### config.mk
export PLATFORM = sky130hd
export DESIGN_NAME = nrss_cell
export DESIGN_NICKNAME = d
export VERILOG_FILES = /design/src/rtl/nrss_pkg.sv /design/src/rtl/nrss_cell.sv
export SDC_FILE = /design/constraint.sdc
export NUM_CORES = 1
export LEC_CHECK = 0
export ABC_AREA = 0
export BUFFER_PORTS_ARGS = -buffer_cell sky130_fd_sc_hd__buf_2
export CORE_AREA = 2 2 91 129
export CTS_CLUSTER_DIAMETER = 120
export DETAILED_ROUTE_END_ITERATION = 7
export DIE_AREA = 0 0 93 131
export GPL_TIMING_DRIVEN = 0
export PLACE_DENSITY = 0.8
export SETUP_SLACK_MARGIN = 0.3
export SYNTH_ARGS = -nofsm -noshare
export SYNTH_HDL_FRONTEND = slang
export SYNTH_SLANG_ARGS = --single-unit
### constraint.sdc
create_clock -name clk -period 3.07 [get_ports clk]
set_input_delay 0.307 -clock clk [delete_from_list [all_inputs] [get_ports clk]]
set_output_delay 0.307 -clock clk [all_outputs]
set_load 0.02 [all_outputs]
### src/rtl/nrss_pkg.sv
// Shared types and constants for the nearest-request seek scheduler.
// No dependencies; every other file imports this package.
package nrss_pkg;

  localparam int DEF_ENTRIES       = 64;
  localparam int DEF_POSITION_BITS = 16;

  localparam int FIELD_POS_BITS = 16;
  localparam int TRACK_BITS     = 16;
  localparam int COUNT_BITS     = 16;
  localparam int SUM_BITS       = 32;
  localparam int STATUS_BITS    = 3;

  localparam int APB_ADDR_BITS = 3;
  localparam int APB_DATA_BITS = 32;

  localparam logic [TRACK_BITS-1:0] TRACK_RESET = 16'hFFFF;
  localparam logic [COUNT_BITS-1:0] COUNT_MAX   = 16'hFFFF;

  // Register index, taken from paddr[2]
  localparam logic REG_TRACK_LENGTH = 1'b0;

  localparam logic KIND_ADD   = 1'b0;
  localparam logic KIND_SERVE = 1'b1;

  localparam logic [STATUS_BITS-1:0] STAT_ADDED  = 3'd0;
  localparam logic [STATUS_BITS-1:0] STAT_SERVED = 3'd1;
  localparam logic [STATUS_BITS-1:0] STAT_EMPTY  = 3'd2;
  localparam logic [STATUS_BITS-1:0] STAT_FULL   = 3'd3;
  localparam logic [STATUS_BITS-1:0] STAT_RANGE  = 3'd4;

  typedef enum logic [1:0] {
    ST_IDLE,
    ST_SCAN,
    ST_FINISH
  } state_t;

  typedef enum logic [1:0] {
    OP_NONE,
    OP_INC,
    OP_NEW,
    OP_DEC
  } cmd_op_t;

  // Width-dependent structs shared by the controller and the cell row
  virtual class nrss_types #(parameter int POS_W = 16, parameter int IDX_W = 6);
    // Partial search record walking down the cell row
    typedef struct packed {
      logic             vld;
      logic             lo_hit;
      logic [POS_W-1:0] lo_pos;
      logic [IDX_W-1:0] lo_idx;
      logic             hi_hit;
      logic [POS_W-1:0] hi_pos;
      logic [IDX_W-1:0] hi_idx;
      logic             match_hit;
      logic [IDX_W-1:0] match_idx;
      logic             match_full;
      logic             free_hit;
      logic [IDX_W-1:0] free_idx;
    } scan_t;

    // Update broadcast to all cells
    typedef struct packed {
      cmd_op_t          op;
      logic [IDX_W-1:0] idx;
      logic [POS_W-1:0] pos;
    } cmd_t;
  endclass

endpackage

### src/rtl/nrss_cell.sv
// One slot of the pending-request row: position, count, and one stage of the
// search record that moves to the next cell every cycle. Depends on nrss_pkg.
module nrss_cell
  import nrss_pkg::*;
#(
  parameter int ENTRIES       = DEF_ENTRIES,
  parameter int POSITION_BITS = DEF_POSITION_BITS
) (
  input  logic                                                   clk,
  input  logic                                                   rst_n,
  input  logic [$clog2(ENTRIES)-1:0]                             slot_idx,
  input  logic [POSITION_BITS-1:0]                               head,
  input  logic [POSITION_BITS-1:0]                               req_pos,
  input  nrss_types#(POSITION_BITS, $clog2(ENTRIES))::cmd_t      cmd,
  input  nrss_types#(POSITION_BITS, $clog2(ENTRIES))::scan_t     scan_in,
  output nrss_types#(POSITION_BITS, $clog2(ENTRIES))::scan_t     scan_out
);

  localparam int IDX_W = $clog2(ENTRIES);
  typedef nrss_types#(POSITION_BITS, IDX_W)::scan_t scan_t;

  logic [COUNT_BITS-1:0]    cnt_r, cnt_nxt;
  logic [POSITION_BITS-1:0] pos_r, pos_nxt;
  scan_t                    scan_r, scan_nxt;
  logic                     occupied;

  assign occupied = (cnt_r != '0);

  always_comb begin
    scan_nxt = scan_in;
    if (occupied) begin
      if (pos_r <= head && (!scan_in.lo_hit || pos_r > scan_in.lo_pos)) begin
        scan_nxt.lo_hit = 1'b1;
        scan_nxt.lo_pos = pos_r;
        scan_nxt.lo_idx = slot_idx;
      end
      if (pos_r >= head && (!scan_in.hi_hit || pos_r < scan_in.hi_pos)) begin
        scan_nxt.hi_hit = 1'b1;
        scan_nxt.hi_pos = pos_r;
        scan_nxt.hi_idx = slot_idx;
      end
      // Occupied positions are distinct, so at most one cell matches
      if (pos_r == req_pos) begin
        scan_nxt.match_hit  = 1'b1;
        scan_nxt.match_idx  = slot_idx;
        scan_nxt.match_full = (cnt_r == COUNT_MAX);
      end
    end else if (!scan_in.free_hit) begin
      scan_nxt.free_hit = 1'b1;
      scan_nxt.free_idx = slot_idx;
    end
  end

  always_comb begin
    cnt_nxt = cnt_r;
    pos_nxt = pos_r;
    if (cmd.idx == slot_idx) begin
      unique case (cmd.op)
        OP_NONE: ;
        OP_INC:  cnt_nxt = cnt_r + COUNT_BITS'(1);
        OP_DEC:  cnt_nxt = cnt_r - COUNT_BITS'(1);
        OP_NEW: begin
          cnt_nxt = COUNT_BITS'(1);
          pos_nxt = cmd.pos;
        end
        default: ;
      endcase
    end
  end

  always_ff @(posedge clk) begin
    if (!rst_n) begin
      cnt_r  <= '0;
      scan_r <= '0;
    end else begin
      cnt_r  <= cnt_nxt;
      scan_r <= scan_nxt;
    end
  end

  always_ff @(posedge clk) begin
    pos_r <= pos_nxt;
  end

  assign scan_out = scan_r;

endmodule

After elaboration in Yosys (flattened, before gate mapping)
Cells that the tools add are included.
{ "op_classes": {"add_sub_neg": 2, "magnitude_cmp": 4, "eq_ne": 6, "mux": 7, "reduce_logical": 10} }
{ "ops": {"columns": ["operator", "n"], "rows": [
  ["54-bit 2-to-1 mux", 1],
  ["16-bit one-hot mux with 3 select lines", 1],
  ["23-bit 2-to-1 mux", 2],
  ["16-bit by 1-bit adder with 16-bit output, second input constant", 1],
  ["16-bit equality test", 1],
  ["16-bit equality test, second input constant", 1],
  ["16-bit >= comparator", 1],
  ["16-bit > comparator", 1],
  ["16-bit less-or-equal comparator", 1],
  ["16-bit less-than comparator", 1],
  ["16-bit nonzero test", 1],
  ["16-bit by 1-bit subtractor with 16-bit output, second input constant", 1],
  ["8-bit 2-to-1 mux", 1],
  ["7-bit 2-to-1 mux", 1],
  ["6-bit equality test", 1],
  ["6-bit 2-to-1 mux", 1],
  ["2-bit equality test, second input constant", 2],
  ["2-bit AND reduction", 2],
  ["3-bit nonzero test", 1],
  ["2-bit by 1-bit equality test with 1-bit output, second input constant", 1],
  ["1-bit logical AND", 2],
  ["1-bit logical NOT", 2],
  ["1-bit logical OR", 2]
]} }
{ "word_totals": {"register_bits": 94, "inputBits": 126, "out_inout_bits": 62, "wordCells": 43} }

Logic depth before layout (Yosys ltp)
Gate-level depths: netlist of run 1.
{ "logic_depth": {"depth_word": 5, "ltp_mapped": 10, "mapped_depth_nobuf": 9} }

Worst setup path after synthesis of run 1
OpenSTA, ideal clock, no wires.
{ "synth_path": {"kind": "input -> register", "from": "input port cmd[23] (netlist bit)", "to": "register cnt_r[15]", "setup_time_ps": 75, "arrival_time_ps": 2569, "required_time_ps": 2995, "path_slack_ps": 426, "path_stages": 9, "path_buffers": 0, "cell_sequence": "and2_1 > ha_1 > a211oi_1 > o21ai_0 > o21ai_0 > nand4b_1 > a221oi_1 > mux2_2 > a31oi_1"} }
{ "synth_via": {"elab_chain_len": 3, "elab_cells_between_ends": 6, "cone_classes": "3 x eq/ne; 1 x mux; 2 x reduce/logical"} }
{ "synth_rtl": {"columns": ["element", "line", "rtl"], "rows": [
  ["start: declaration", "nrss_cell.sv:14", "input nrss_types#(POSITION_BITS, $clog2(ENTRIES))::cmd_t cmd,"],
  ["2-bit equality test / 2-bit by 1-bit equality test with 1-bit output (equally long branches)", "nrss_cell.sv:58", "unique case (cmd.op)"],
  ["3-bit nonzero test (no line)", null, null],
  ["2-bit AND reduction (no line)", null, null],
  ["end signal: assignment", "nrss_cell.sv:76", "cnt_r <= cnt_nxt;"],
  ["end: declaration", "nrss_cell.sv:22", "logic [COUNT_BITS-1:0] cnt_r, cnt_nxt;"]
]} }
Parallel ways exist; a longest one is shown, timed or not.
A chain may end at the register's enable or synchronous reset.

Worst setup path in the final report of run 1
{ "layout_path": {"from": "register pos_r[9]", "to": "register scan_r (netlist bit scan_out[31])"} }
{ "layout_via": {"elab_chain_len": 5, "elab_cells_between_ends": 6, "cone_classes": "2 x order compare; 2 x mux; 2 x reduce/logical"} }
{ "layout_rtl": {"columns": ["element", "line", "rtl"], "rows": [
  ["start: declaration", "nrss_cell.sv:23", "logic [POSITION_BITS-1:0] pos_r, pos_nxt;"],
  ["start signal: assignment", "nrss_cell.sv:82", "pos_r <= pos_nxt;"],
  ["16-bit less-than comparator", "nrss_cell.sv:37", "if (pos_r >= head && (!scan_in.hi_hit || pos_r < scan_in.hi_pos)) begin"],
  ["1-bit logical OR", "nrss_cell.sv:37", null],
  ["1-bit logical AND *", "nrss_cell.sv:37", null],
  ["23-bit 2-to-1 mux *", "nrss_cell.sv:37", null],
  ["54-bit 2-to-1 mux *", "nrss_cell.sv:31", "if (occupied) begin"],
  ["end signal: assignment", "nrss_cell.sv:77", "scan_r <= scan_nxt;"],
  ["end: declaration", "nrss_cell.sv:24", "scan_t scan_r, scan_nxt;"]
]} }
Mark *: on every way between the ends. The rest lies on a longest branch, timed or not.

==> flow_summary.ini, run 1 <==
[run_status]
outcome = finished, final reports clean

[sta]
finalHoldViolCount = 0
setup_viol = 0
relSlewSlack_pct = 42.1
timing.final.ws_setup_ps = 424
drv_slew = 0
hold-worst-slack_ps = 136
min_period_over_period_pct = 86.2
tightest_slew_ps = 863
maxClockFrequency_mhz = 378
period_minus_slack_ps = 2650
grt_setup_unrepaired = no
skew_ps = 10.8

[power_and_ir_drop]
total_leakage_power_nw = 3.85
irDropWorstVdd_v = 0.000240
power_density_nw_per_um2 = 421

[final_layout]
drive_gt1_share_pct = 29.3
n_antenna_cell = 0
utilization_pct = 64.1
final_net_count = 992
layout.cells.non_filler = 953
final_area_um2 = 7080
syn2layout_area_growth_pct = 28.4

[synth]
synth_compound_area_share_pct = 11.0
yosys.area_share.simple_pct = 16.3
synth_fp_nets = 781
ys_async_sr_fraction_pct = 0
synth-xor-area-share_pct = 5.56
syn_inst = 593
yosysTopAreaCell = dfxtp_1
synth_mux_area_share_pct = 10.7
synth_edf_count = 16
synth_top_family_by_area = simple AND/OR/NAND/NOR gates
synth_area_per_cell_um2 = 9.30
ys_top_cells_by_area = dfxtp_1 28%, ha_1 14%, mux2i_1 11%
synth_fa_ha_area_share_pct = 14.2
yosys_warnings = 0
syn_area_um2 = 5520
dominantRegCellSynth = dfxtp_1
netlist.area_leader.share_pct = 28.3
ys_seq_area_share_pct = 37.0
yosys_register_bits = 94
ys_top_cells_by_count = 84 x nand2_1, 78 x dfxtp_1, 61 x ha_1
synth_most_common_cell = nand2_1
synth_cell_types = 58

[clocking]
worstSkewPairLatency_ps = 350
cts_hold_buffers = 0
cts_root_buf = clkbuf_16
clkTransAtPathRegs_ps = 70
cts.sinks = 94
htreeDepth = 3
clk_path_buf_depth = 2
cts_buffers = 9
tritoncts = done

[setup_path]
cp_top_family = compound AO/OA/AOI/OAI gates
crit_path_max_fanout = 10
slowest_stage = edfxtp_1
crit_type = reg -> reg
timing.rr.start = pos_r[9]
rrSetupSlack_ps = 420
cp.required_ps = 3340
r2r_end = scan_out[31]
crit_chain = ha_1 -> a21o_1 -> a211o_1 -> a2111oi_2 -> o31a_1 -> o211ai_2 -> buf_6 -> mux2i_1
worstPathArrival_ps = 2910
startpoint_type = flop
crit_buf_inv = 1
max_stage_delay_ps = 510
cp-end-kind = flop
ff2ff_path_depth = 8

[floorplanning]
dieHeight_um = 131
initial_utilization_pct = 49.9
rows = 46
dieArea_um2 = 12200
io_pins = 188
die_x_um = 93
fp.coreArea_um2 = 11100

[flow_run]
cap_violations = 0

[routing]
drc = 0
ant_nets = 0
drt_first_pass_iters = 4
first_iter_violations = 188
routed_wl_um = 16300
vias = 5202
drt-vias-per-instance = 5.46
post_drt_wl_per_cell_um = 17.1

[worst_hold_path]
hp-class = in -> reg
hold_depth = 1
hold_end = pos_r[1]
min_from = cmd[1]

[global_routing]
grtUsageTotal_pct = 26.2
grt_pass1_vias = 5174
grt_pass1_wl_um = 24700
antenna_found_initial = 0
grt_max_degree = 18
grt-ovfl-total = 0

[placement]
hpwl_um = 13000
pre_cts_ws_ps = -282
dpl_cell_area_um2 = 6650
gp_congestion = 0.928
dp_cells = 924
io_buffer_count = 186
[layout by cell type, fill, tap and decap left out, types with 9 or more instances in the layout]
cell / count
clkbuf_16: 9
nand4_1: 14
nor2b_1: 9
clkbuf_1: 12
a21o_1: 14
edfxtp_1: 16
a21oi_1: 20
nor4_1: 9
nor2_1: 39
inv_1: 49
ha_1: 61
mux2i_1: 58
dfxtp_1: 78
buf_2: 188
o21ai_0: 14
buf_4: 13
xor2_1: 21
nand2_1: 84
xnor2_1: 14
[worst reg2reg max path, stage by stage, from the launching register on]
cell	delay, ps
edfxtp_1	510
ha_1	350
a21o_1	170
a211o_1	330
a2111oi_2	420
o31a_1	220
o211ai_2	170
buf_6	210
mux2i_1	190
[worst max path at each step]
stage           startpoint  slack (ps)      endpoint  cells past startpoint
4_1_cts            cmd[23]         290     cnt_r[15]                     10
2_1_floorplan      cmd[23]         430     cnt_r[15]                      9
5_1_grt           cnt_r[1]         310     cnt_r[15]                      8
6_report          pos_r[9]         420  scan_out[31]                      8
3_5_place_dp       cmd[23]        -280     cnt_r[15]                     10
3_3_place_gp   slot_idx[2]        -330     pos_r[11]                      5
[per-stage QoR]
step           power (W)  TNS [ps]
2_1_floorplan    0.00163         0
3_3_place_gp     0.00182     -5490
3_5_place_dp     0.00183      -282
4_1_cts          0.00298         0
5_1_grt          0.00310         0
6_report         0.00298         0
[layer usage]
layer	vias to the layer above	global-route usage (%)	part of all wire, %
li1	2496	-	-
met1	2436	28.4	37
met2	223	48.7	54
met3	47	4.70	5.6
met4	0	13.3	3.7
met5	-	0	0
[power breakdown]
group | switching (W) | internal, W | leakage [nW]
Combinational | 0.000289 | 0.000206 | 2.91
Clock | 0.000501 | 0.000666 | 0.152
Sequential | 0.0000159 | 0.00131 | 0.790
[cell type report]
class	instances	area, um2
Tap cell	144	180
Timing Repair Buffer	200	1040
Fill cell	908	3970
Clock inverter	6	75.1
Buffer	18	100
Clock buffer	10	239
Inverter	50	188
Sequential cell	94	2040
Multi-Input combinational cell	431	3220
[repair_timing]
action	CTS	global route
gates resized for setup	1	7
endpoints found under the setup margin	2	25
buffers inserted	3	10
pin swaps	1	4
gates cloned	0	0
[cell families (layout without fill, tap and decap cells)]
logic type / after synthesis / count (layout)
compound gates: 90 / 90
fa+ha+maj: 62 / 62
buf+inv: 68 / 284
xor+xnor: 35 / 35
flops: 94 / 94
simple gates: 185 / 185
mux: 59 / 59
[registers in the layout (all words and copies together) (netlist names)]
name,flops
scan_out,62
pos_r,16
cnt_r,16
Power figures use the tool's default switching activity.
==> run 2, diff against run 1 <==
- PLACE_DENSITY: 0.8 -> not set
- PLACE_DENSITY_LB_ADDON: not set -> 0.1
==> run 2 against run 1 <==
Critical path depth rose by 1. Worst setup slack got worse by 11 ps. Sequential share of layout area increased by 0.28 points. Hold slack better by 6.5 ps. Via count decreased by 4.5%. Sequential power barely moved. Fmax down 0.40%. Cell area down 0.95%. Total power down 1.6%. Register-to-register slack hardly changed. Critical endpoint is now scan_out[27]. Largest power group unchanged.
==> flow_summary.ini, run 2 (synthesized netlist as in run 1, its figures left out) <==
[setup_path]
ff2ff_path_depth = 9
r2r_end = scan_out[27]
cp-end-kind = flop
cp.required_ps = 3330
worstPathArrival_ps = 2910
crit_type = reg -> reg
timing.rr.start = pos_r[13]
rrSetupSlack_ps = 410
crit_path_max_fanout = 10
startpoint_type = flop

[clocking]
htreeDepth = 3
cts_buffers = 9
clkTransAtPathRegs_ps = 70
clk_path_buf_depth = 2
tritoncts = done
worstSkewPairLatency_ps = 350
cts.sinks = 94
cts_hold_buffers = 0
cts_root_buf = clkbuf_16

[worst_hold_path]
hp-class = in -> reg
hold_depth = 1
hold_end = pos_r[9]
min_from = cmd[9]

[routing]
ant_nets = 0
drc = 0
drt-vias-per-instance = 5.25
drt_first_pass_iters = 4
routed_wl_um = 15500
first_iter_violations = 156
post_drt_wl_per_cell_um = 16.4
vias = 4969

[global_routing]
grtUsageTotal_pct = 25.0
grt-ovfl-total = 0
antenna_found_initial = 0
grt_pass1_vias = 4913
grt_max_degree = 18
grt_pass1_wl_um = 23600

[sta]
tightest_slew_ps = 834
drv_slew = 0
relSlewSlack_pct = 44.0
period_minus_slack_ps = 2660
setup_viol = 0
finalHoldViolCount = 0
min_period_over_period_pct = 86.5
grt_setup_unrepaired = yes
skew_ps = 11.1
maxClockFrequency_mhz = 376
timing.final.ws_setup_ps = 414
hold-worst-slack_ps = 142

[power_and_ir_drop]
internal_power_w = 0.00214
combPwrFrac_pct = 16.6
power_density_nw_per_um2 = 419
seq_power_share_pct = 44.9
total_power_w = 0.00294
irDropWorstVdd_v = 0.000263
switching_share_pct = 27.0
net-switching-power_w = 0.000792
total_leakage_power_nw = 3.82
power.share.clock_pct = 38.4

[placement]
dpl_cell_area_um2 = 6650
hpwl_um = 12700
pre_cts_ws_ps = -359
gp_congestion = 0.883
io_buffer_count = 186
dp_cells = 924

[final_layout]
final_area_um2 = 7020
n_antenna_cell = 0
final_common_cell = buf_2
largest_reg_flops = 62
layout.cells.non_filler = 947
nFillCells = 1006
final_cell_mix = 188 x buf_2, 84 x nand2_1, 78 x dfxtp_1, 61 x ha_1, 58 x mux2i_1
drive_gt1_share_pct = 28.5
multiInputGateArea_um2 = 3200
final_net_count = 986
syn2layout_area_growth_pct = 27.2
ff_latch_area_um2 = 2040

[floorplanning]
dieHeight_um = 131
fp.coreArea_um2 = 11100
initial_utilization_pct = 49.9
die_x_um = 93
dieArea_um2 = 12200
io_pins = 188
rows = 46

[flow_run]
cap_violations = 0

[run_status]
outcome = finished, final reports clean
[run 2: cell types whose count changed in the layout (fill, tap and decap cells not counted), sizes merged]
cell / before / now
buf: 206 / 200
bufinv: 1 / 0
inv: 52 / 53
clkbuf: 22 / 23
clkinvlp: 1 / 0
[run 2: power groups by stage]
stage,clock (W),combinational [W],sequential (W)
after floorplan,0,0.000210,0.00142
after global placement,0,0.000474,0.00135
after detailed placement,0,0.000485,0.00135
after CTS,0.00115,0.000488,0.00132
after global routing,0.00121,0.000536,0.00132
final,0.00113,0.000489,0.00132
[run 2: final cells by class]
type	count	share of cell area [%]
Clock inverter	5	0.660
Inverter	50	2.67
Tap cell	144	2.57
Sequential cell	94	29.1
Timing Repair Buffer	194	14.2
Multi-Input combinational cell	431	45.6
Buffer	18	1.43
Clock buffer	11	3.76
[run 2: how the worst max path moves through the flow]
| stage | from | end | slack, ps | cells after the start |
|---|---|---|---|---|
| after global routing | pos_r[9] | scan_out[27] | 290 | 8 |
| after floorplan | cmd[23] | cnt_r[15] | 430 | 9 |
| after detailed placement | cmd[23] | cnt_r[15] | -360 | 10 |
| after global placement | slot_idx[2] | pos_r[5] | -290 | 5 |
| after CTS | pos_r[14] | scan_out[27] | 300 | 9 |
| final | pos_r[13] | scan_out[27] | 410 | 9 |
[run 2: timing repair]
item                       4_1_cts  5_1_grt
setup buffers                    2        5
gates resized for setup          2        2
setup endpoints to repair       21       23
pin swaps                        1        1
[run 2: metal layers]
metal  wire length, um  track usage (%)  vias up  part of all wire [%]
met5                 0                0        -                     0
met4               538             11.8        0                   3.5
met3               929             4.36       33                   6.0
met2              8240             46.4      159                    53
met1              5830             27.5     2297                    38
li1                  -                -     2480                     -
[run 2: worst max-delay path, cell delays in order, from the launching register on]
cell	delay, ps
edfxtp_1	440
ha_1	320
nand4_1	170
nor4_2	400
a21boi_1	260
nor4b_1	80
a21oi_1	260
o211ai_2	230
buf_6	220
mux2i_1	180
[run 2: metrics by stage]
step | setup TNS, ps | util (%)
after global placement | -4910 | 60.0
after global routing | 0 | 63.5
after CTS | 0 | 63.1
after floorplan | 0 | -
final | 0 | 63.5
after detailed placement | -387 | 60.1
==> run 3, diff against run 2 <==
- RECOVER_POWER: not set -> 50
==> run 3 against run 2 <==
Sequential power is essentially flat. Sequential share of layout area grew 0.37 points. Critical path depth is the same. Worst setup slack gained 2.0 ps. Non-clock buffer count is the same. Clock-buffer cell count is the same. Hold slack lost 1.6 ps. Fmax is essentially flat. Combinational power shrank 3%. Die area is the same. Core utilization shrank 0.80 points.
==> flow_summary.ini, run 3 (synthesized netlist as in run 1, its figures left out) <==
[run_status]
outcome = finished, final reports clean

[floorplanning]
die_x_um = 93
fp.coreArea_um2 = 11100
io_pins = 188
rows = 46
dieHeight_um = 131
initial_utilization_pct = 49.9
dieArea_um2 = 12200

[routing]
first_iter_violations = 192
drc = 0
routed_wl_um = 15600
post_drt_wl_per_cell_um = 16.5
drt_first_pass_iters = 4
vias = 4997
drt-vias-per-instance = 5.28
ant_nets = 0

[setup_path]
crit_path_max_fanout = 10
crit_type = reg -> reg
startpoint_type = flop
cp.required_ps = 3330
worstPathArrival_ps = 2910
ff2ff_path_depth = 9
cp-end-kind = flop

[worst_hold_path]
hp-class = in -> reg
hold_depth = 1

[sta]
timing.final.ws_setup_ps = 415
finalHoldViolCount = 0
skew_ps = 12.9
setup_viol = 0
drv_slew = 0
min_period_over_period_pct = 86.5
maxClockFrequency_mhz = 377
relSlewSlack_pct = 44.4
tightest_slew_ps = 828
grt_setup_unrepaired = yes
period_minus_slack_ps = 2650

[power_and_ir_drop]
irDropWorstVdd_v = 0.000264
switching_share_pct = 27.2
internal_power_w = 0.00213
seq_power_share_pct = 45.2
total_leakage_power_nw = 3.58
power_density_nw_per_um2 = 422
net-switching-power_w = 0.000797
power.share.clock_pct = 38.6
combPwrFrac_pct = 16.2

[clocking]
cts_buffers = 9
clkTransAtPathRegs_ps = 70
clk_path_buf_depth = 2
cts_root_buf = clkbuf_16
cts_hold_buffers = 0
tritoncts = done
cts.sinks = 94
htreeDepth = 3
worstSkewPairLatency_ps = 350

[global_routing]
grt_max_degree = 18
antenna_found_initial = 0
grt_pass1_vias = 4913
grt_pass1_wl_um = 23600
grtUsageTotal_pct = 25.0
grt-ovfl-total = 0

[final_layout]
largest_reg_flops = 62
syn2layout_area_growth_pct = 25.6
drive_gt1_share_pct = 20.0
final_common_cell = buf_2
final_net_count = 986
utilization_pct = 62.7
n_antenna_cell = 0
final_cell_mix = 121 x buf_2, 84 x nand2_1, 79 x clkbuf_1, 78 x dfxtp_1, 61 x ha_1

[placement]
io_buffer_count = 186
hpwl_um = 12700
gp_congestion = 0.883
pre_cts_ws_ps = -359

[flow_run]
cap_violations = 0
-- run 3: area by class of cell --
type	instances	area (um2)
fill	1032	4120
multi-input combinational	431	3200
sequential	94	2040
timing repair buffer	194	912
clock buffer	11	264
inverter	50	188
tap	144	180
buffer	18	98.8
clock inverter	5	46.3
-- run 3: worst paths after layout --
path | to | slack (ps) | start
worst max-delay path | scan_out[27] | 420 | pos_r[13]
worst min-delay path | pos_r[9] | 140 | cmd[9]
worst max register to register | scan_out[27] | 420 | pos_r[13]
worst min register to register | cnt_r[6] | 500 | cnt_r[6]
-- run 3: what timing repair did --
action | CTS | global route
pin swaps | 1 | 1
endpoints found under the setup margin | 21 | 23
gates cloned | 0 | 0
resized for setup | 2 | 2
setup buffers | 2 | 5
-- run 3: through the flow --
step                instances  instance area (um2)  TNS (ps)  hold slack, ps  power [W]
finish                    947                 6930         0             140    0.00293
global route              947                 6930         0             125    0.00305
CTS                       942                 6980         0             132    0.00296
detailed placement        924                 6650      -387             486    0.00183
global placement          923                 6630     -4910             480    0.00182
floorplan                 593                 5520         0             406    0.00163
-- run 3: power groups by stage --
stage | Clock [W] | Combinational, W | Sequential [W]
3_5_place_dp | 0 | 0.000485 | 0.00135
4_1_cts | 0.00115 | 0.000488 | 0.00132
3_3_place_gp | 0 | 0.000474 | 0.00135
6_report | 0.00113 | 0.000474 | 0.00132
2_1_floorplan | 0 | 0.000210 | 0.00142
5_1_grt | 0.00121 | 0.000521 | 0.00133
-- run 3: critical path: stages (launching register included) --
cell and delay, ps:
edfxtp_1 440, ha_1 320, nand4_1 170, nor4_2 400, a21boi_1 260, nor4b_1 80
a21oi_1 260, o211ai_2 230, buf_6 220, mux2i_1 180
-- run 3: per-layer routing --
layer / global-route usage [%] / wire length, um
met1: 27.5 / 5990
met2: 46.4 / 8220
met3: 4.36 / 888
met4: 11.8 / 546
met5: 0 / 0
