`config.mk`:
```
export PLATFORM = sky130hd
export DESIGN_NAME = nrss_ctrl
export DESIGN_NICKNAME = d
export VERILOG_FILES = /design/src/rtl/nrss_pkg.sv /design/src/rtl/nrss_ctrl.sv
export SDC_FILE = /design/constraint.sdc
export NUM_CORES = 1
export LEC_CHECK = 0
export BUFFER_PORTS_ARGS = -buffer_cell sky130_fd_sc_hd__buf_2
export CORE_MARGIN = 2
export CORE_UTILIZATION = 59
export CTS_CLUSTER_SIZE = 8
export DETAILED_ROUTE_END_ITERATION = 16
export HOLD_SLACK_MARGIN = 0.12
export PLACE_DENSITY = 0.9
export SYNTH_ARGS = -nofsm -noshare
export SYNTH_HDL_FRONTEND = slang
export SYNTH_SLANG_ARGS = --single-unit
```
`constraint.sdc`:
```
create_clock -name clk -period 14.45 [get_ports clk]
set_input_delay 3.6125 -clock clk [delete_from_list [all_inputs] [get_ports clk]]
set_output_delay 3.6125 -clock clk [all_outputs]
set_load 0.03 [all_outputs]
```
`src/rtl/nrss_pkg.sv`:
```
// Shared types and constants for the nearest-request seek scheduler.
// No dependencies; every other file imports this package.
package nrss_pkg;

  localparam int DEF_ENTRIES       = 64;
  localparam int DEF_POSITION_BITS = 16;

  localparam int FIELD_POS_BITS = 16;
  localparam int TRACK_BITS     = 16;
  localparam int COUNT_BITS     = 16;
  localparam int SUM_BITS       = 32;
  localparam int STATUS_BITS    = 3;

  localparam int APB_ADDR_BITS = 3;
  localparam int APB_DATA_BITS = 32;

  localparam logic [TRACK_BITS-1:0] TRACK_RESET = 16'hFFFF;
  localparam logic [COUNT_BITS-1:0] COUNT_MAX   = 16'hFFFF;

  // Register index, taken from paddr[2]
  localparam logic REG_TRACK_LENGTH = 1'b0;

  localparam logic KIND_ADD   = 1'b0;
  localparam logic KIND_SERVE = 1'b1;

  localparam logic [STATUS_BITS-1:0] STAT_ADDED  = 3'd0;
  localparam logic [STATUS_BITS-1:0] STAT_SERVED = 3'd1;
  localparam logic [STATUS_BITS-1:0] STAT_EMPTY  = 3'd2;
  localparam logic [STATUS_BITS-1:0] STAT_FULL   = 3'd3;
  localparam logic [STATUS_BITS-1:0] STAT_RANGE  = 3'd4;

  typedef enum logic [1:0] {
    ST_IDLE,
    ST_SCAN,
    ST_FINISH
  } state_t;

  typedef enum logic [1:0] {
    OP_NONE,
    OP_INC,
    OP_NEW,
    OP_DEC
  } cmd_op_t;

  // Width-dependent structs shared by the controller and the cell row
  virtual class nrss_types #(parameter int POS_W = 16, parameter int IDX_W = 6);
    // Partial search record walking down the cell row
    typedef struct packed {
      logic             vld;
      logic             lo_hit;
      logic [POS_W-1:0] lo_pos;
      logic [IDX_W-1:0] lo_idx;
      logic             hi_hit;
      logic [POS_W-1:0] hi_pos;
      logic [IDX_W-1:0] hi_idx;
      logic             match_hit;
      logic [IDX_W-1:0] match_idx;
      logic             match_full;
      logic             free_hit;
      logic [IDX_W-1:0] free_idx;
    } scan_t;

    // Update broadcast to all cells
    typedef struct packed {
      cmd_op_t          op;
      logic [IDX_W-1:0] idx;
      logic [POS_W-1:0] pos;
    } cmd_t;
  endclass

endpackage

```
`src/rtl/nrss_ctrl.sv`:
```
// Sequencer: takes a command, launches a search down the cell row, decides
// the outcome from the record at the row's end and drives the result.
// Depends on nrss_pkg.
module nrss_ctrl
  import nrss_pkg::*;
#(
  parameter int ENTRIES       = DEF_ENTRIES,
  parameter int POSITION_BITS = DEF_POSITION_BITS
) (
  input  logic                                               clk,
  input  logic                                               rst_n,
  input  logic                                               start,
  output logic                                               busy,
  input  logic                                               kind,
  input  logic [FIELD_POS_BITS-1:0]                          position,
  input  logic [TRACK_BITS-1:0]                              track_len,
  output logic                                               launch,
  output logic [POSITION_BITS-1:0]                           head,
  output logic [POSITION_BITS-1:0]                           req_pos,
  input  nrss_types#(POSITION_BITS, $clog2(ENTRIES))::scan_t chain_out,
  output nrss_types#(POSITION_BITS, $clog2(ENTRIES))::cmd_t  cmd,
  output logic                                               res_strobe,
  output logic [STATUS_BITS-1:0]                             res_status,
  output logic [FIELD_POS_BITS-1:0]                          res_head,
  output logic [FIELD_POS_BITS-1:0]                          res_moved,
  output logic [SUM_BITS-1:0]                                res_total,
  output logic                                               res_down
);

  localparam int IDX_W = $clog2(ENTRIES);
  localparam int CMP_W = (POSITION_BITS > TRACK_BITS) ? POSITION_BITS : TRACK_BITS;
  typedef nrss_types#(POSITION_BITS, IDX_W)::cmd_t cmd_t;

  state_t                   state_r, state_nxt;
  logic                     accept, decide, finish;
  logic                     launch_r;
  logic                     kind_r;
  logic [POSITION_BITS-1:0] pos_r;
  logic [POSITION_BITS-1:0] head_r;
  logic                     dir_r;
  logic [SUM_BITS-1:0]      sum_r, sum_nxt;
  logic [SUM_BITS:0]        sum_wide;
  logic [STATUS_BITS-1:0]   stat_r;
  logic [POSITION_BITS-1:0] moved_r;
  cmd_t                     cmd_r;

  logic                     out_strobe_r;
  logic [STATUS_BITS-1:0]   out_status_r;
  logic [FIELD_POS_BITS-1:0] out_head_r, out_moved_r;
  logic [SUM_BITS-1:0]      out_total_r;
  logic                     out_down_r;

  logic [STATUS_BITS-1:0]   dec_status;
  logic [POSITION_BITS-1:0] dec_head, dec_moved, ld, rd;
  logic                     dec_dir, take_lo, out_of_range;
  cmd_t                     dec_cmd;

  always_comb begin
    state_nxt = state_r;
    accept    = 1'b0;
    decide    = 1'b0;
    finish    = 1'b0;
    unique case (state_r)
      ST_IDLE: begin
        if (start) begin
          accept    = 1'b1;
          state_nxt = ST_SCAN;
        end
      end
      ST_SCAN: begin
        if (chain_out.vld) begin
          decide    = 1'b1;
          state_nxt = ST_FINISH;
        end
      end
      ST_FINISH: begin
        finish    = 1'b1;
        state_nxt = ST_IDLE;
      end
      default: state_nxt = ST_IDLE;
    endcase
  end

  assign busy = (state_r != ST_IDLE);

  // Outcome of the item from the finished search record
  assign ld           = head_r - chain_out.lo_pos;
  assign rd           = chain_out.hi_pos - head_r;
  assign out_of_range = CMP_W'(pos_r) > CMP_W'(track_len);

  always_comb begin
    dec_status = STAT_EMPTY;
    dec_head   = head_r;
    dec_dir    = dir_r;
    dec_moved  = '0;
    dec_cmd    = '0;
    take_lo    = 1'b0;
    if (kind_r == KIND_ADD) begin
      priority if (out_of_range) begin
        dec_status = STAT_RANGE;
      end else if (chain_out.match_hit) begin
        if (chain_out.match_full) begin
          dec_status = STAT_FULL;
        end else begin
          dec_status  = STAT_ADDED;
          dec_cmd.op  = OP_INC;
          dec_cmd.idx = chain_out.match_idx;
        end
      end else if (chain_out.free_hit) begin
        dec_status  = STAT_ADDED;
        dec_cmd.op  = OP_NEW;
        dec_cmd.idx = chain_out.free_idx;
        dec_cmd.pos = pos_r;
      end else begin
        dec_status = STAT_FULL;
      end
    end else if (chain_out.lo_hit || chain_out.hi_hit) begin
      priority if (!chain_out.hi_hit) take_lo = 1'b1;
      else if (!chain_out.lo_hit)     take_lo = 1'b0;
      else if (ld < rd)               take_lo = 1'b1;
      else if (ld > rd)               take_lo = 1'b0;
      else                            take_lo = dir_r;
      // Keep the heading on a tie
      if (!chain_out.hi_hit || !chain_out.lo_hit || ld != rd) begin
        dec_dir = take_lo;
      end
      dec_status = STAT_SERVED;
      dec_cmd.op = OP_DEC;
      if (take_lo) begin
        dec_head    = chain_out.lo_pos;
        dec_moved   = ld;
        dec_cmd.idx = chain_out.lo_idx;
      end else begin
        dec_head    = chain_out.hi_pos;
        dec_moved   = rd;
        dec_cmd.idx = chain_out.hi_idx;
      end
    end
  end

  // Saturating running total
  assign sum_wide = {1'b0, sum_r} + (SUM_BITS + 1)'(moved_r);
  assign sum_nxt  = sum_wide[SUM_BITS] ? '1 : sum_wide[SUM_BITS-1:0];

  always_ff @(posedge clk) begin
    if (!rst_n) begin
      state_r      <= ST_IDLE;
      launch_r     <= 1'b0;
      cmd_r        <= '0;
      head_r       <= '0;
      dir_r        <= 1'b0;
      sum_r        <= '0;
      out_strobe_r <= 1'b0;
    end else begin
      state_r      <= state_nxt;
      launch_r     <= accept;
      cmd_r        <= decide ? dec_cmd : cmd_t'('0);
      out_strobe_r <= finish;
      if (decide) begin
        head_r <= dec_head;
        dir_r  <= dec_dir;
      end
      if (finish) begin
        sum_r <= sum_nxt;
      end
    end
  end

  always_ff @(posedge clk) begin
    if (accept) begin
      kind_r <= kind;
      pos_r  <= POSITION_BITS'(position);
    end
    if (decide) begin
      stat_r  <= dec_status;
      moved_r <= dec_moved;
    end
    if (finish) begin
      out_status_r <= stat_r;
      out_head_r   <= FIELD_POS_BITS'(head_r);
      out_moved_r  <= FIELD_POS_BITS'(moved_r);
      out_total_r  <= sum_nxt;
      out_down_r   <= dir_r;
    end
  end

  assign launch     = launch_r;
  assign head       = head_r;
  assign req_pos    = pos_r;
  assign cmd        = cmd_r;
  assign res_strobe = out_strobe_r;
  assign res_status = out_status_r;
  assign res_head   = out_head_r;
  assign res_moved  = out_moved_r;
  assign res_total  = out_total_r;
  assign res_down   = out_down_r;

endmodule

```
# Word-level counts from Yosys, hierarchy flattened
# Cells that the tools add are included.
# classes
n_addsub	3
n_lt_le_gt_ge	3
n_eq_ne	5
mux	31
n_bitwise	3
n_reduce_logical	13
# op_table
cell	count
two-way mux 16 bit	3
two-way mux 24 bit	2
adder 32 x 16 -> 33 bit	1
> comparator 16 bit	2
two-way mux 32 bit	1
subtractor 16 bit	2
two-way mux 8 bit	3
< comparator 16 bit	1
!= test 16 bit	1
two-way mux 1 bit	11
two-way mux 2 bit	5
two-way mux 3 bit	3
two-way mux 7 bit	1
two-way mux 6 bit	1
AND reduction 2 bit	3
OR reduction 6 bit	1
!= test 2 bit (second input constant)	2
case mux 2 bit (2 select lines)	1
AND reduction 4 bit	1
logical OR 1 bit	3
NOT 1 bit	3
AND reduction 3 bit	1
equality test 2 x 1 -> 1 bit (second input constant)	1
equality test 2 bit (second input constant)	1
other kinds (3)	4
# word_totals
reg_bits	181
input_bits	98
output_inout_bits	127
wordCells	76

# Longest topological paths before layout
# Gate-level depths: netlist (run 1).
# logic_depth
word_depth	11
depth_mapped	22
ltp_nobuf	20

# Worst setup path after synthesis (run 1)
# OpenSTA, ideal clock, no wires.
# synth_timing
path_type	input -> register
from	input port chain_out[21] (netlist bit)
to	register moved_r[14] (data pin)
setup_ps	158
arrival_ps	7295
t_required_ps	14292
setup_slack_ps	6997
stages	19
n_path_buf	1
path_cell_list	inv_1 > ha_1 > inv_1 > fa_1 > a211o_1 > o211ai_1 > a21oi_1 > o311a_1 > o41ai_1 > xor2_1 > ha_1 > nand4_1 > nor2_1 > a221o_1 > or3_1 > o211a_1 > buf_6 > or4_1 > o211ai_1
# synth_between
elab_chain_cells	9
elab_cells_between_ends	10
cone_classes	add/sub (1); order compare (2); mux (7)
# synth_lines
element	line_no	rtl
start: declaration	nrss_ctrl.sv:20	input nrss_types#(POSITION_BITS, $clog2(ENTRIES))::scan_t chain_out,
subtractor 16 bit (*)	nrss_ctrl.sv:88	assign rd = chain_out.hi_pos - head_r;
> comparator 16 bit	nrss_ctrl.sv:121	else if (ld > rd) take_lo = 1'b0;
two-way mux 1 bit	nrss_ctrl.sv:121	
two-way mux 1 bit	nrss_ctrl.sv:120	else if (ld < rd) take_lo = 1'b1;
two-way mux 1 bit	nrss_ctrl.sv:119	else if (!chain_out.lo_hit) take_lo = 1'b0;
two-way mux 1 bit	nrss_ctrl.sv:118	priority if (!chain_out.hi_hit) take_lo = 1'b1;
two-way mux 1 bit	nrss_ctrl.sv:117	end else if (chain_out.lo_hit || chain_out.hi_hit) begin
two-way mux 1 bit	nrss_ctrl.sv:98	if (kind_r == KIND_ADD) begin
two-way mux 16 bit (*)	nrss_ctrl.sv:129	if (take_lo) begin
end signal: assignment	nrss_ctrl.sv:176	moved_r <= dec_moved;
end: declaration	nrss_ctrl.sv:44	logic [POSITION_BITS-1:0] moved_r;
# Every way passes the cells marked *; elsewhere a longest branch is shown, timed or not. The select of a mux whose other input is x is not followed.
# A chain may end at the register's enable or synchronous reset.

# Worst setup path in the final report (run 1)
# layout_timing
from	input port chain_out[44] (netlist bit)
to	register moved_r[10] (data pin)
# layout_between
elab_chain_cells	9
elab_cells_between_ends	10
cone_classes	add/sub (1); order compare (2); mux (7)
# layout_lines
element	line_no	rtl
subtractor 16 bit (*)	nrss_ctrl.sv:87	assign ld = head_r - chain_out.lo_pos;
> comparator 16 bit	nrss_ctrl.sv:121	
two-way mux 1 bit	nrss_ctrl.sv:121	
two-way mux 1 bit	nrss_ctrl.sv:120	
two-way mux 1 bit	nrss_ctrl.sv:119	
two-way mux 1 bit	nrss_ctrl.sv:118	
two-way mux 1 bit	nrss_ctrl.sv:117	
two-way mux 1 bit	nrss_ctrl.sv:98	
two-way mux 16 bit (*)	nrss_ctrl.sv:129	
# Marks and branches as above.

==> results of run 1 <==
area by class of cell:
| cell class | instances | area share (%) |
|---|---|---|
| clock buffers | 20 | 3.99 |
| flip-flops and latches | 181 | 40.6 |
| diodes | 1 | 0.0218 |
| repair buffers | 232 | 10.3 |
| clock inverters | 12 | 0.708 |
| well taps | 216 | 2.35 |
| inverters | 77 | 2.53 |
| multi-input cells | 648 | 39.5 |
routing by layer:
| layer | wire (um) | global-route usage [%] | vias up |
|---|---|---|---|
| met5 | 13 | 0 | - |
| met4 | 620 | 10.7 | 2 |
| met3 | 1280 | 5.46 | 56 |
| met2 | 11300 | 44.8 | 328 |
| met1 | 9850 | 33.5 | 3687 |
| li1 | - | - | 3814 |
power groups by stage:
| stage | clock, mW | combinational (mW) | sequential (mW) |
|---|---|---|---|
| final | 0.429 | 0.198 | 0.568 |
| after global routing | 0.448 | 0.219 | 0.570 |
| after CTS | 0.430 | 0.196 | 0.568 |
| after detailed placement | 0 | 0.193 | 0.579 |
| after global placement | 0 | 0.187 | 0.579 |
| after floorplan | 0 | 0.125 | 0.595 |
Yosys cell counts, types with 22 or more instances:
cell        n
inv_1      75
ha_1       78
a21oi_1    50
nand2_1    72
nor2_1     79
mux2i_1    32
xnor2_1    35
a211oi_1   25
and2_1     24
edfxtp_1  104
nor3_1     22
o21ai_0    30
dfxtp_1    77
logic make-up after synthesis:
family / Yosys count
AO/OA/AOI/OAI: 211
XOR/XNOR: 48
adder cells (fa/ha/maj): 81
buffers and inverters: 108
flip-flops: 181
multiplexers: 34
AND/OR/NAND/NOR: 274
sequential cells by signal (all words and copies together), names as in the netlist, 3 cells and up:
name	cells
sum_r	32
res_head	16
res_moved	16
moved_r	16
cmd	24
stat_r	3
res_status	3
head	16
req_pos	16
res_total	32
critical path, delay by kind of cell:
| family | cells | cell delay (ns) |
|---|---|---|
| compound gates | 7 | 2.21 |
| fa+ha+maj | 3 | 0.88 |
| simple gates | 4 | 0.74 |
| buf+inv | 3 | 0.65 |
| mux | 1 | 0.26 |
| xor+xnor | 1 | 0.12 |
cells in the final DEF (no fill, tap or decap), types with 13 or more instances in the layout:
| cell type | Yosys | routed |
|---|---|---|
| o21ai_0 | 30 | 30 |
| nor3_1 | 22 | 21 |
| buf_2 | 7 | 224 |
| clkbuf_16 | 0 | 18 |
| nand2_1 | 72 | 72 |
| a211oi_1 | 25 | 25 |
| ha_1 | 78 | 78 |
| xnor2_1 | 35 | 35 |
| dfxtp_1 | 77 | 77 |
| a21o_1 | 20 | 20 |
| mux2i_1 | 32 | 32 |
| xor2_1 | 13 | 13 |
| edfxtp_1 | 104 | 104 |
| a21oi_1 | 50 | 50 |
| inv_1 | 75 | 75 |
| a31oi_1 | 16 | 16 |
| nor2_1 | 79 | 79 |
| and2_1 | 24 | 24 |
path summary, 6_finish.rpt:
check / from / endpoint / slack [ns] / depth (start not counted)
setup reg to reg: head[0] / moved_r[10] / 9.01 / 19
setup / recovery: chain_out[44] / moved_r[10] / 6.16 / 19
hold / removal: stat_r[2] / res_status[2] / 0.42 / 0
hold reg to reg: stat_r[2] / res_status[2] / 0.42 / 0
per-stage QoR:
stage,instances,util [%],hold WS (ns)
2_1_floorplan,937,-,0.400
3_3_place_gp,1354,68.6,0.403
3_5_place_dp,1354,68.6,0.408
4_1_cts,1386,72.0,0.423
5_1_grt,1386,72.0,0.433
6_report,1387,72.0,0.421
==> results.cfg, run 1 <==
[sta]
finalSetupViolations = 0
hold_viol_final = 0
min_period_over_period_pct = 57.4
skew_ns = 0.0131
worstMarginPinSlew_ns = 1.20
min_period_ns = 8.29
grt_setup_unrepaired = no
relSlewSlack_pct = 19.6
clock.fmax_ghz = 0.121
finalMaxSlewViolations = 0
setup_ws_ns = 6.16
fin_setup_tns_ns = 0

[synthesis]
mappedNetlistArea_sq_um = 9650
ys_warn_count = 0
synth_cell_types = 67
synth_mux_area_share_pct = 3.55
synth-adder-area-share_pct = 10.7
ys_seq_area_share_pct = 48.3
synth_seq_cells = 181
synth_area_per_cell_sq_um = 10.3
async_reset_ff_share_pct = 0
synth-compound-area-share_pct = 14.5
synth_top_area_share_pct = 32.3
synth_xor_area_share_pct = 4.35
synth_top_family_by_area = compound AO/OA/AOI/OAI gates
synth_cells = 937
ys.flop_type = edfxtp_1
yosys-top-cells-area = edfxtp_1, dfxtp_1, ha_1
syn_nets = 1116
synth_edf_count = 104
synth_largest_area_cell = edfxtp_1
synthSimpleGateAreaFrac_pct = 13.8

[global_route]
grt_pass1_vias = 7877
antenna_found_initial = 2
grt_max_degree = 81
grt_util_all_layers_pct = 26.5
grt-ovfl-total = 0
grt_pass1_wl_um = 37600

[outcome]
outcome = completed

[worst_setup_path]
critical_path_class = in2reg
cp-end-kind = flip-flop
worst-path-max-fanout = 27
slowest_delay_ns = 0.54
required_ns = 14.63
cp-start-kind = input pin
cp_cell_sequence = buf_2 > ha_1 > inv_1 > fa_1 > a21oi_1 > o21ai_0 > o31ai_1 > o21ai_0 > o31ai_1 > xnor2_1 > ha_1 > nand4_1 > nor4_2 > a21boi_0 > or3_1 > o211a_2 > buf_4 > mux2i_1 > nor2_1
critPathArrivalTime_ns = 8.47
slowest_stage = o211a_2

[detailed_routing]
ant_nets = 0
dr.first_iter.drc_count = 629
drt_pass1_iterations = 5
drc = 0
via_count = 7887
viasPerCell = 5.69
route.detailed.wl_per_inst_um = 16.6
totalWireLength_um = 23000

[finish]
multiInputGateArea_sq_um = 4540
design_area_sq_um = 11500
area_growth_pct = 18.9
register_area_sq_um = 4660
layout-drive-gt1-share_pct = 24.1
finalNetCount = 1336
nFillCells = 1100

[power_and_ir_drop]
ir_drop_mv = 0.0864
power.total_mw = 1.20
total_switching_power_mw = 0.327
combinationalPowerShare_pct = 16.6
seqPwrFrac_pct = 47.5
clock_power_share_pct = 35.9
swShare_pct = 27.3
p_int_mw = 0.869
p_per_area_nw_per_um2 = 104
leakage_nw = 5.05

[floorplanning]
fp.dieH_um = 132
row_count = 46
core_sq_um = 15900
ioPinCount = 225
die-width_um = 132
die-area_sq_um = 17400
initial_utilization_pct = 60.6

[placed_design]
dp_hpwl_um = 17000
numPortBuffers = 224
place_ws_ns = 5.81
gp_congestion = 0.887
dpl_cell_area_sq_um = 10900

[clock_network]
cts_hold_buffers = 0
cts_buffers = 17
worstSkewPairLatency_ns = 0.43
clk_pin_slew_ns = 0.06
htreeDepth = 4
post_cts_resize_count = 0
cts_root_buf = clkbuf_16
post-cts-setup-buffers = 0
clock-sinks = 181
cts_tree = yes
clockBufferDepth = 2

[min_path]
worstHoldPathType = reg2reg

[run]
maxCapViolCount = 0
No activity file was read; power rests on OpenSTA's default activity.
==> run 2: changes to the inputs <==
CORE_UTILIZATION = 55   (was 59)
PLACE_DENSITY = 0.85   (was 0.9)
clock period = 8.6 ns   (was 14.45 ns; I/O delays follow)
==> run 2 against run 1 <==
  * Global-route usage fell by 1.4 points
  * Combinational power is 70% higher
  * Non-clock buffer count unchanged
  * Highest routed layer unchanged
==> results.cfg, run 2 (synthesis gave the netlist of run 1 again) <==
[sta]
finalSetupViolations = 0
grt_setup_unrepaired = no
clock.fmax_ghz = 0.145
finalMaxSlewViolations = 0
relSlewSlack_pct = 26.9
hold_viol_final = 0
min_period_ns = 6.89
skew_ns = 0.00900
worstMarginPinSlew_ns = 1.09
min_period_over_period_pct = 80.1
setup_ws_ns = 1.71
fin_setup_tns_ns = 0

[worst_setup_path]
critPathArrivalTime_ns = 7.18
critPathTopFamily = compound AO/OA/AOI/OAI gates
cp_num_buf_inv = 3
worst-path-max-fanout = 29
cp-start-kind = input pin
required_ns = 8.89
slowest_stage = o211a_2
slowest_delay_ns = 0.52
cp_cell_sequence = buf_2 > ha_1 > inv_1 > fa_1 > a21oi_1 > o21ai_0 > o31ai_1 > o21ai_0 > o31ai_1 > xnor2_1 > ha_1 > nand4_1 > nor4_2 > a21boi_0 > or3_1 > o211a_2 > buf_4 > mux2_2 > nor2_1
cp-end-kind = flip-flop
critical_path_class = in2reg

[global_route]
grt_util_all_layers_pct = 25.2
grt_pass1_vias = 7496
antenna_found_initial = 1
grt-ovfl-total = 0
grt_pass1_wl_um = 36700
grt_max_degree = 89

[floorplanning]
die-width_um = 136
die-area_sq_um = 18600
row_count = 48
initial_utilization_pct = 56.0
core_sq_um = 17200
fp.dieH_um = 136
ioPinCount = 225

[detailed_routing]
drc = 0
drt_pass1_iterations = 7
route.detailed.wl_per_inst_um = 16.3
via_count = 7757
ant_nets = 0
totalWireLength_um = 22800
dr.first_iter.drc_count = 559
viasPerCell = 5.56

[clock_network]
post_cts_resize_count = 0
cts_buffers = 17
post-cts-setup-buffers = 0
clk_pin_slew_ns = 0.06
clock-sinks = 181
cts_hold_buffers = 0
clockBufferDepth = 2
cts_tree = yes
worstSkewPairLatency_ns = 0.43
htreeDepth = 4
cts_root_buf = clkbuf_16

[finish]
fin_util_pct = 67.1
layout-drive-gt1-share_pct = 24.2
area_growth_pct = 19.8
finalNetCount = 1336
layout.cells.most_common_list = buf_2, edfxtp_1, nor2_1, ha_1, dfxtp_1
final_common_cell = buf_2

[outcome]
outcome = completed

[run]
maxCapViolCount = 0

[min_path]
worstHoldPathType = reg2reg

[power_and_ir_drop]
ir_drop_mv = 0.151
leakage_nw = 5.08
p_per_area_nw_per_um2 = 181

[placed_design]
numPortBuffers = 224
place_ws_ns = 1.37
gp_congestion = 0.874
dp_hpwl_um = 16800
[run 2: cell count changes in the layout (fill, tap and decap cells not counted), sizes merged]
| cell | previous run | this run |
|---|---|---|
| clkinv | 8 | 7 |
| clkinvlp | 4 | 3 |
| inv | 77 | 76 |
| bufinv | 0 | 3 |
[run 2: worst paths after layout]
check	startpoint	end	slack, ns	cells past startpoint
max	chain_out[44]	moved_r[3]	1.71	19
min	stat_r[0]	res_status[0]	0.42	0
max reg2reg	head[0]	moved_r[3]	3.10	19
min reg2reg	stat_r[0]	res_status[0]	0.42	0
[run 2: worst register-to-register path, cell delays in order (launching register included)]
cell and delay, ns:
dfxtp_1 0.35, inv_1 0.07, ha_1 0.17, inv_1 0.06, fa_1 0.40, a21oi_1 0.17, o21ai_0 0.15, o31ai_1 0.43
o21ai_0 0.22, o31ai_1 0.46, xnor2_1 0.15, ha_1 0.34, nand4_1 0.17, nor4_2 0.34, a21boi_0 0.20, or3_1 0.15
o211a_2 0.52, buf_4 0.52, mux2_2 0.41, nor2_1 0.08
[run 2: per-layer routing]
metal | routed length (um) | GRT usage, %
met3 | 1290 | 4.93
met5 | 13 | 0
met4 | 512 | 9.66
met1 | 9890 | 32.7
met2 | 11100 | 41.6
[run 2: cell type report]
type                            instances  area [sq um]
Clock buffer                           20           457
Fill cell                            1309          5670
Clock inverter                         12           153
Tap cell                              225           282
Timing Repair Buffer                  232          1180
Antenna cell                            1          2.50
Inverter                               77           290
Sequential cell                       181          4660
Multi-Input combinational cell        648          4540
[run 2: stage by stage]
stage / hold WS (ns) / total power [mW] / area [sq um] / std cells
global route: 0.450 / 2.17 / 11600 / 1395
global placement: 0.405 / 1.29 / 11000 / 1363
detailed placement: 0.414 / 1.30 / 11000 / 1363
floorplan: 0.400 / 1.21 / 9650 / 937
CTS: 0.426 / 2.10 / 11600 / 1395
finish: 0.425 / 2.09 / 11600 / 1396
[run 2: power by group]
part	internal, mW	switching (mW)
Combinational	0.134	0.202
Clock	0.472	0.330
Sequential	0.941	0.0143
Total	1.55	0.546
==> run 3: changes to the inputs <==
ABC_AREA = 1   (was default)
CORE_UTILIZATION = 50   (was 55)
PLACE_DENSITY = 0.81   (was 0.85)
clock period = 5.85 ns   (was 8.6 ns; I/O delays follow)
==> run 3 against run 2 <==
  * Non-clock buffer count is 5 lower
  * Register-to-register slack got worse by 1.7 ns
  * Power increased by 45%
  * Flip-flop and latch count is the same
  * Cell area increased by 8.3%
  * Combinational power increased by 52%
  * Synthesized area rose by 9.9%
  * Global-route usage shrank 0.44 points
  * Clock power is 40% higher
  * Cell count increased by 29%
  * Critical path depth increased by 5
  * Via count grew 22%
  * Critical path type unchanged
  * Highest routed layer is now met4
==> results.cfg, run 3 <==
[sta]
grt_setup_unrepaired = no
relSlewSlack_pct = 38.0
clock.fmax_ghz = 0.200
min_period_ns = 5.01
finalMaxSlewViolations = 0
skew_ns = 0.00993
min_period_over_period_pct = 85.7
finalSetupViolations = 0
worstMarginPinSlew_ns = 0.929
hold_viol_final = 0
fin_setup_tns_ns = 0

[finish]
diodes = 0
fin_util_pct = 59.8
layout-drive-gt1-share_pct = 20.1
nFillCells = 1905
area_growth_pct = 18.1
finalNetCount = 1696
final_common_cell = nand2_1
design_area_sq_um = 12500
layout.cells.most_common_list = nand2_1, inv_1, buf_2, nor2_1, edfxtp_1
instances_no_fill = 1805

[run]
maxCapViolCount = 0

[placed_design]
dpl_cell_area_sq_um = 12000
placed_cells = 1773
gp_congestion = 0.933
numPortBuffers = 224
dp_hpwl_um = 21100

[synthesis]
ys.flop_type = edfxtp_1
yosys-top-cells-area = edfxtp_1, dfxtp_1, ha_1
synth_cells = 1297
ys_seq_area_share_pct = 44.0
syn_nets = 1476
synth_area_per_cell_sq_um = 8.18
synth_edf_count = 104
async_reset_ff_share_pct = 0
synthMostInstantiatedCell = nand2_1
ys_warn_count = 0
synth_top_area_share_pct = 29.4
yosys-top-cells-count = nand2_1, inv_1, nor2_1
synth_cell_types = 47
synth_largest_area_cell = edfxtp_1
mappedNetlistArea_sq_um = 10600
synth_seq_cells = 181

[floorplanning]
ioPinCount = 225
initial_utilization_pct = 50.6
core_sq_um = 21000
fp.dieH_um = 150
die-width_um = 150
row_count = 53
die-area_sq_um = 22400

[global_route]
grt-ovfl-total = 0
grt_pass1_vias = 8997
grt_pass1_wl_um = 43700
grt_max_degree = 60
antenna_found_initial = 0
grt_util_all_layers_pct = 24.7

[clock_network]
worstSkewPairLatency_ns = 0.43
cts_buffers = 17
post-cts-setup-buffers = 0
htreeDepth = 4
clock-sinks = 181
cts_root_buf = clkbuf_16
cts_tree = yes
clockBufferDepth = 2
cts_hold_buffers = 0
clk_pin_slew_ns = 0.07
post_cts_resize_count = 0

[detailed_routing]
dr.first_iter.drc_count = 635
totalWireLength_um = 27300
ant_nets = 0
route.detailed.wl_per_inst_um = 15.1
viasPerCell = 5.26
drc = 0
drt_pass1_iterations = 13
via_count = 9496

[power_and_ir_drop]
swShare_pct = 28.9
p_int_mw = 2.16
leakage_nw = 6.28
ir_drop_mv = 0.197
seqPwrFrac_pct = 46.5
p_per_area_nw_per_um2 = 242
power.total_mw = 3.04
combinationalPowerShare_pct = 16.8
clock_power_share_pct = 36.8
total_switching_power_mw = 0.878

[worst_setup_path]
slowest_delay_ns = 0.40
critical_path_class = in2reg
critPathArrivalTime_ns = 5.30
critPathTopFamily = simple AND/OR/NAND/NOR gates
path_common_cell = nand2_1
cp_cell_sequence = buf_2 > ha_1 > nand3_1 > nand2_1 > a21oi_1 > o21ai_0 > nand3_1 > nand2_1 > nand2_1 > nand2_1 > inv_1 > ha_1 > nand2_1 > nor2_1 > nand4_1 > inv_1 > nand2_1 > nand2_1 > nand2_1 > nand2_2 > nand2_2 > inv_2 > o21ai_0 > a21oi_1
cp-start-kind = input pin
cp_num_buf_inv = 4
slowest_stage = o21ai_0
cp-end-kind = flip-flop
required_ns = 6.13
worst-path-max-fanout = 29

[outcome]
outcome = completed

[min_path]
worstHoldPathType = reg2reg
==> run 3: changes by cell type in the layout (fill, tap and decap cells not counted), moves of 36 or more <==
| cell | change |
|---|---|
| nand2_1 | +166 |
| inv_1 | +149 |
| nand3_1 | +87 |
| a21oi_1 | +47 |
| nor2_1 | +41 |
| o21ai_0 | +36 |
==> run 3: worst reg2reg max path, stage by stage, from the launching register on <==
cell and delay, ns:
dfxtp_1 0.44, inv_1 0.08, ha_1 0.36, nand3_1 0.11
nand2_1 0.12, a21oi_1 0.13, o21ai_0 0.40, nand3_1 0.18
nand2_1 0.10, nand2_1 0.05, nand2_1 0.08, inv_1 0.04
ha_1 0.28, nand2_1 0.07, nor2_1 0.14, nand4_1 0.13
inv_1 0.08, nand2_1 0.05, nand2_1 0.05, nand2_1 0.06
nand2_2 0.32, nand2_2 0.25, inv_2 0.38, o21ai_0 0.17
a21oi_1 0.17
==> run 3: routing by layer <==
layer	part of all wire (%)	routed length [um]	up-vias	track usage, %
li1	-	-	4706	-
met1	42	11600	4367	31.5
met2	49	13300	348	42.3
met3	5.7	1550	75	3.99
met4	3.3	909	0	9.58
met5	0	0	-	0
==> run 3: power groups by stage <==
stage	combinational, mW	sequential [mW]	clock, mW
floorplan	0.320	1.47	0
global placement	0.490	1.44	0
detailed placement	0.502	1.44	0
CTS	0.505	1.41	1.13
global route	0.574	1.41	1.19
finish	0.510	1.41	1.12
==> run 3: metrics by stage <==
step           hold WS, ns  worst slack [ns]
6_report             0.416             0.838
3_5_place_dp         0.405             0.479
2_1_floorplan        0.400              1.48
3_3_place_gp         0.403             0.604
4_1_cts              0.417             0.918
5_1_grt              0.423             0.376
==> run 3: path summary, 6_finish.rpt <==
check | from | depth (start not counted) | slack (ns) | endpoint
worst max register to register | head[2] | 24 | 1.45 | moved_r[3]
worst min register to register | stat_r[0] | 0 | 0.42 | res_status[0]
worst max-delay path | chain_out[23] | 24 | 0.84 | moved_r[3]
worst min-delay path | stat_r[0] | 0 | 0.42 | res_status[0]
==> run 3: logic make-up (layout without fill, tap and decap cells) <==
| group | Yosys count | count (layout) | share of synthesized area, % |
|---|---|---|---|
| AO/OA/AOI/OAI | 214 | 214 | 11.3 |
| AND/OR/NAND/NOR | 529 | 529 | 22.5 |
| buffers and inverters | 258 | 491 | 9.69 |
| XOR/XNOR | 34 | 34 | 2.81 |
| flip-flops | 181 | 181 | 44.0 |
| adder cells (fa/ha/maj) | 81 | 81 | 9.76 |
==> run 3: final cells by class <==
type	instances	area [sq um]	area share (%)
clock inverter	14	140	1.12
sequential	181	4660	37.2
timing repair buffer	227	1140	9.13
clock buffer	18	429	3.43
multi-input combinational	858	4930	39.3
tap	275	344	2.75
inverter	232	878	7.01
